===== config.mk =====
export PLATFORM = sky130hd
export DESIGN_NAME = knpi_dist
export DESIGN_NICKNAME = d
export VERILOG_FILES = /design/src/hw/rtl/knpi_pkg.sv /design/src/hw/rtl/knpi_dist.sv
export SDC_FILE = /design/constraint.sdc
export NUM_CORES = 2
export LEC_CHECK = 0
export ABC_CLOCK_PERIOD_IN_PS = 13550
export BUFFER_PORTS_ARGS = -buffer_cell sky130_fd_sc_hd__buf_4
export CORE_MARGIN = 1
export CORE_UTILIZATION = 60
export CTS_BUF_LIST = sky130_fd_sc_hd__clkbuf_8
export DETAILED_ROUTE_END_ITERATION = 8
export HOLD_SLACK_MARGIN = 0.03
export PLACE_DENSITY = 0.86
export SLEW_MARGIN = 5
export SYNTH_ARGS = -nofsm -noshare
export SYNTH_HDL_FRONTEND = slang
export SYNTH_SLANG_ARGS = --single-unit

===== constraint.sdc =====
create_clock -name clk -period 13.55 [get_ports clk]
set_clock_uncertainty 0.05 [all_clocks]
set_input_delay 1.355 -clock clk [delete_from_list [all_inputs] [get_ports clk]]
set_output_delay 1.355 -clock clk [all_outputs]
set_load 0.01 [all_outputs]

===== src/hw/rtl/knpi_pkg.sv =====
// Package for the k nearest point index selector.
// Types, widths and command codes; no dependencies.
package knpi_pkg;
	localparam int MaxPoints = 256;
	localparam int MaxSelect = 64;
	localparam int CoordBits = 24;
	localparam int IdxBits = $clog2(MaxPoints);
	localparam int CntBits = $clog2(MaxPoints + 1);
	localparam int DistBits = 2 * CoordBits + 2;

	typedef enum logic [1:0] {
		CMD_CLEAR = 2'd0,
		CMD_LOAD = 2'd1,
		CMD_QUERY = 2'd2,
		CMD_NONE = 2'd3
	} cmd_t;

	typedef struct packed {
		logic [1:0] cmd;
		logic signed [23:0] pos_x;
		logic signed [23:0] pos_y;
		logic signed [23:0] pos_z;
		logic excluded;
		logic [6:0] want_count;
		logic valence_only;
	} in_item_t;

	typedef struct packed {
		logic [7:0] point_index;
		logic last;
		logic status;
	} out_item_t;

	typedef enum logic [2:0] {
		ST_IDLE,
		ST_DIST,
		ST_CHECK,
		ST_SELECT,
		ST_EMIT,
		ST_ERROR
	} state_t;
endpackage


===== src/hw/rtl/knpi_dist.sv =====
// Squared Euclidean distance, two register stages.
// Depends on knpi_pkg.
module knpi_dist (
	input logic clk,
	input logic [knpi_pkg::CoordBits-1:0] ax,
	input logic [knpi_pkg::CoordBits-1:0] ay,
	input logic [knpi_pkg::CoordBits-1:0] az,
	input logic [knpi_pkg::CoordBits-1:0] bx,
	input logic [knpi_pkg::CoordBits-1:0] by,
	input logic [knpi_pkg::CoordBits-1:0] bz,
	output logic [knpi_pkg::DistBits-1:0] sqd
);
	localparam int CB = knpi_pkg::CoordBits;
	logic [CB:0] dx, dy, dz;
	logic [2*CB-1:0] sx_s1, sy_s1, sz_s1;

	function automatic logic [CB:0] absdiff(logic [CB-1:0] a, logic [CB-1:0] b);
		logic signed [CB:0] d;
		d = $signed({a[CB-1], a}) - $signed({b[CB-1], b});
		return d[CB] ? -d : d;
	endfunction

	always_comb begin
		dx = absdiff(ax, bx);
		dy = absdiff(ay, by);
		dz = absdiff(az, bz);
	end

	always_ff @(posedge clk) begin
		sx_s1 <= (2*CB)'(dx * dx);
		sy_s1 <= (2*CB)'(dy * dy);
		sz_s1 <= (2*CB)'(dz * dz);
		sqd <= knpi_pkg::DistBits'(sx_s1) + knpi_pkg::DistBits'(sy_s1)
			+ knpi_pkg::DistBits'(sz_s1);
	end
endmodule


---- After elaboration in Yosys (flattened, before gate mapping) ----
Index checks and enable logic that the tools add are counted.
word-level totals
  flip-flop bits (word level) ............. 194
  input bits .............................. 145
  output and inout bits ................... 50
  word-level logic and storage cells ...... 18
operators by class
  $add $sub $neg .......................... 8
  multiply operators ...................... 3
  multiplexer cells ....................... 3
operator list
  kind                          number
  multiplier 25 x 25 -> 48 bit  3
  2-to-1 mux 25 bit             3
  negation 25 bit               3
  subtractor 24 x 24 -> 25 bit  3
  adder 49 x 48 -> 50 bit       1
  adder 48 x 48 -> 49 bit       1

---- Depth between registers and ports, before layout ----
  depth after elaboration ................. 4
  mapped depth ............................ 45
  mapped depth without buffers ............ 43

---- Worst setup path after synthesis ----
Ideal clock, no wire load.
  kind .................................... input-to-reg
  from .................................... input port ax[0] in the netlist's numbering
  to ...................................... register sx_s1[40]
  setup time .............................. 72 ps
  data arrival time ....................... 11160 ps
  required time ........................... 13428 ps
  path slack .............................. 2268 ps
  stages .................................. 42
  buffers on the path ..................... 1
  cell sequence ........................... inv_1 -> ha_1 -> inv_1 -> fa_1 -> a211oi_1 -> o21ai_0 -> a21oi_1 -> xnor2_1 -> nor4_1 -> nand3_1 -> nor3_1 -> nand2b_1 -> nor2_1 -> nor2_1 -> xor2_1 -> clkbuf_1 -> nand2_1 -> fa_1 -> [... 6 more ...] -> fa_1 -> inv_1 -> fa_1 -> inv_1 -> fa_1 -> ha_1 -> and3_1 -> nand2_1 -> nor3_1 -> a311oi_1 -> o21ai_0 -> a221o_1 -> a221o_1 -> a21oi_1 -> nand3b_1 -> nand2b_1 -> a221oi_1 -> xnor2_1
between the ends
  word-level cells in the longest chain between the ends .. 4
RTL lines
  item                              line             RTL
  from (decl)                       knpi_dist.sv:5   input logic [knpi_pkg::CoordBits-1:0] ax,
  subtractor 24 x 24 -> 25 bit (*)  knpi_dist.sv:19  d = $signed({a[CB-1], a}) - $signed({b[CB-1], b});
  negation 25 bit                   knpi_dist.sv:20  return d[CB] ? -d : d;
  2-to-1 mux 25 bit (*)             knpi_dist.sv:20
  multiplier 25 x 25 -> 48 bit (*)  knpi_dist.sv:30  sx_s1 <= (2*CB)'(dx * dx);
  to (signal assigned)              knpi_dist.sv:30
  to (decl)                         knpi_dist.sv:15  logic [2*CB-1:0] sx_s1, sy_s1, sz_s1;
Mark *: on every way between the ends. The rest lies on a longest branch, timed or not.

---- Worst setup path after layout ----
  from .................................... input port ay[0] in the netlist's numbering
  to ...................................... register sy_s1[45]
between the ends
  word-level cells in the longest chain between the ends .. 4
RTL lines
  item                              line             RTL
  from (decl)                       knpi_dist.sv:6   input logic [knpi_pkg::CoordBits-1:0] ay,
  subtractor 24 x 24 -> 25 bit (*)  knpi_dist.sv:19
  negation 25 bit                   knpi_dist.sv:20
  2-to-1 mux 25 bit (*)             knpi_dist.sv:20
  multiplier 25 x 25 -> 48 bit (*)  knpi_dist.sv:31  sy_s1 <= (2*CB)'(dy * dy);
  to (signal assigned)              knpi_dist.sv:31
  to (decl)                         knpi_dist.sv:15
Marks and branches as above.

==> results.toml <==
[final_layout]
final_cells = 8592
final_cell_mix = "inv_1, fa_1, ha_1"
final_common_cell = "inv_1"
final_nets = 9429
drive_above_1_share = 0.05422
utilization = 0.6468
syn_to_final_growth_pct = 6.188

[clock_tree]
post-cts-setup-buffer-count = 0
cts_hold_buf = 0
root_buffer = "clkbuf_8"
cts_sinks = 191
tritoncts = "done"
insertion_delay_ps = 550
htree_levels = 4
ctsResizeCount = 0
cts_max_path_buffers = 2
clkTransAtPathRegs_ps = 120
cts_made_buffers = 17

[sta]
fin_tns_setup_ps = 0
slew_violations = 0
hold_viol_final = 0
rsz0062_at_grt = "false"
relSlewSlack = 0.1320
worst_pin_slew_ps = 1293
period_share = 0.9413
setup_viol = 0
fin_crit_ps = 12750
post-route-worst-setup-slack_ps = 795.8
max_freq_mhz = 78.41

[die]
die_h_um = 327.3
start_util = 0.6091
fp-row-count = 118
ioPinCount = 195
dieArea_um2 = 107100
core_area_um2 = 104200
die_x_um = 327.3

[drt]
num_vias = 48560
wl_per_cell_um = 19.29
drt_iter0_drc = 3997
via_per_inst = 5.651
first_pass_iters = 7
drt.antenna.violating_nets = 0
drcViolationCount = 0
wl_um = 165700

[synth]
yosysUniqueCellTypes = 88
synth_edf_count = 0
yosysWarnings = 0
async_flop_share = 0
syn_inst = 7007
postSynthAreaPerCell_um2 = 9.060
ys.flop_type = "dfxtp_1"
synth-seq-area-share = 0.06023
syn_area_um2 = 63490
ys_seq_elements = 191

[setup_path]
cp_max_fo = 14
crit_path_frequent_cell = "fa_1"
crit_type = "primary input to register"
critical_path.max_stage_delay_ps = 860
arrival_ps = 13080
crit_path_top_delay_cell = "xor2_1"
cp.required_ps = 13880
critPathCaptureType = "register"
critPathLaunchType = "primary input"

[hold_path]
hold_path.class = "register to register"

[grt]
grt_max_degree = 26
gr-total-overflow = 0
first_global_vias = 53540
grt_use_total = 0.3217
antenna_found_initial = 10
grt_pass1_wl_um = 269900

[placed_design]
port_buffers = 194
place_ws_ps = 557.3
dp_cells = 8559
place.gp.congestion = 0.9847
dpl.hpwl_um = 140200

[flow_run]
drv_cap = 0

[status]
status = "finished clean"
[layer usage]
metal | up-vias | share of wire | GRT usage
met5 | - | 0.00016 | 0
met4 | 4 | 0.058 | 0.1643
met3 | 647 | 0.098 | 0.06558
met2 | 2455 | 0.48 | 0.5376
met1 | 24060 | 0.36 | 0.3961
li1 | 21390 | - | -
[sequential cells by signal, indices dropped and copies added (netlist names)]
name   cells
sz_s1     47
sy_s1     47
sx_s1     47
sqd       50
[stage by stage]
stage	hold WS [ps]	area, um^2
3_3_place_gp	533.6	66980
2_1_floorplan	499.1	63680
4_1_cts	581.7	67410
5_1_grt	634.9	67410
3_5_place_dp	564.1	66980
6_report	577.1	67410
[final timing paths]
path	start	end	slack [ps]	depth (start not counted)
setup / recovery	ay[0]	sy_s1[45]	800	37
hold / removal	sx_s1[0]	sqd[0]	580	3
setup reg to reg	sz_s1[7]	sqd[49]	8820	14
hold reg to reg	sx_s1[0]	sqd[0]	580	3
[worst max-delay path, delay by kind of cell]
family	cells	cell delay (ps)
adder cells (fa/ha/maj)	10	4660
AND/OR/NAND/NOR	5	1510
buffers and inverters	8	1200
XOR/XNOR	2	1450
AO/OA/AOI/OAI	12	2900
[synthesized netlist by cell type, types with 27 or more instances]
master / n / area [um^2]
nand3_1: 49 / 245.2
xnor2_1: 200 / 1752
nor2_1: 601 / 2256
o21bai_1: 43 / 322.8
a21oi_1: 233 / 1166
nor3_1: 56 / 280.3
nand2_1: 535 / 2008
a21o_1: 154 / 1156
o21a_1: 55 / 412.9
inv_1: 1900 / 7132
clkbuf_1: 153 / 574.3
ha_1: 630 / 7883
xor2_1: 110 / 963.4
nand2b_1: 58 / 362.9
and3_1: 27 / 168.9
fa_1: 1456 / 29150
dfxtp_1: 191 / 3824
a31oi_1: 27 / 168.9
and2_1: 34 / 212.7
o21ai_0: 120 / 600.6
[cells by family (layout without fill, tap and decap cells)]
| kind of cell | count (synthesis) | in the layout | synth area share |
|---|---|---|---|
| muxes | 5 | 5 | 0.0008277 |
| xor gates and xnor gates | 316 | 316 | 0.04440 |
| AOI/OAI and AO/OA | 815 | 815 | 0.08467 |
| other | 2 | 55 | 0.0001183 |
| DFF | 191 | 191 | 0.06023 |
| and+or+nand+nor | 1498 | 1498 | 0.1022 |
| adders and majority gates | 2086 | 2086 | 0.5833 |
| buffers and inverters | 2094 | 2246 | 0.1243 |
[area by class of cell]
cell class / instances / area, um^2
fill: 8149 / 36820
inverter: 1913 / 7181
multi-input combinational: 4774 / 51990
clock buffer: 18 / 247.7
tap: 1380 / 1727
antenna: 1 / 2.502
clock inverter: 14 / 185.2
sequential: 191 / 3824
timing repair buffer: 301 / 2260
Power is left out: the tool's default activity adds up to more than one toggle a clock period on the data nets, which glitch-free logic cannot reach.
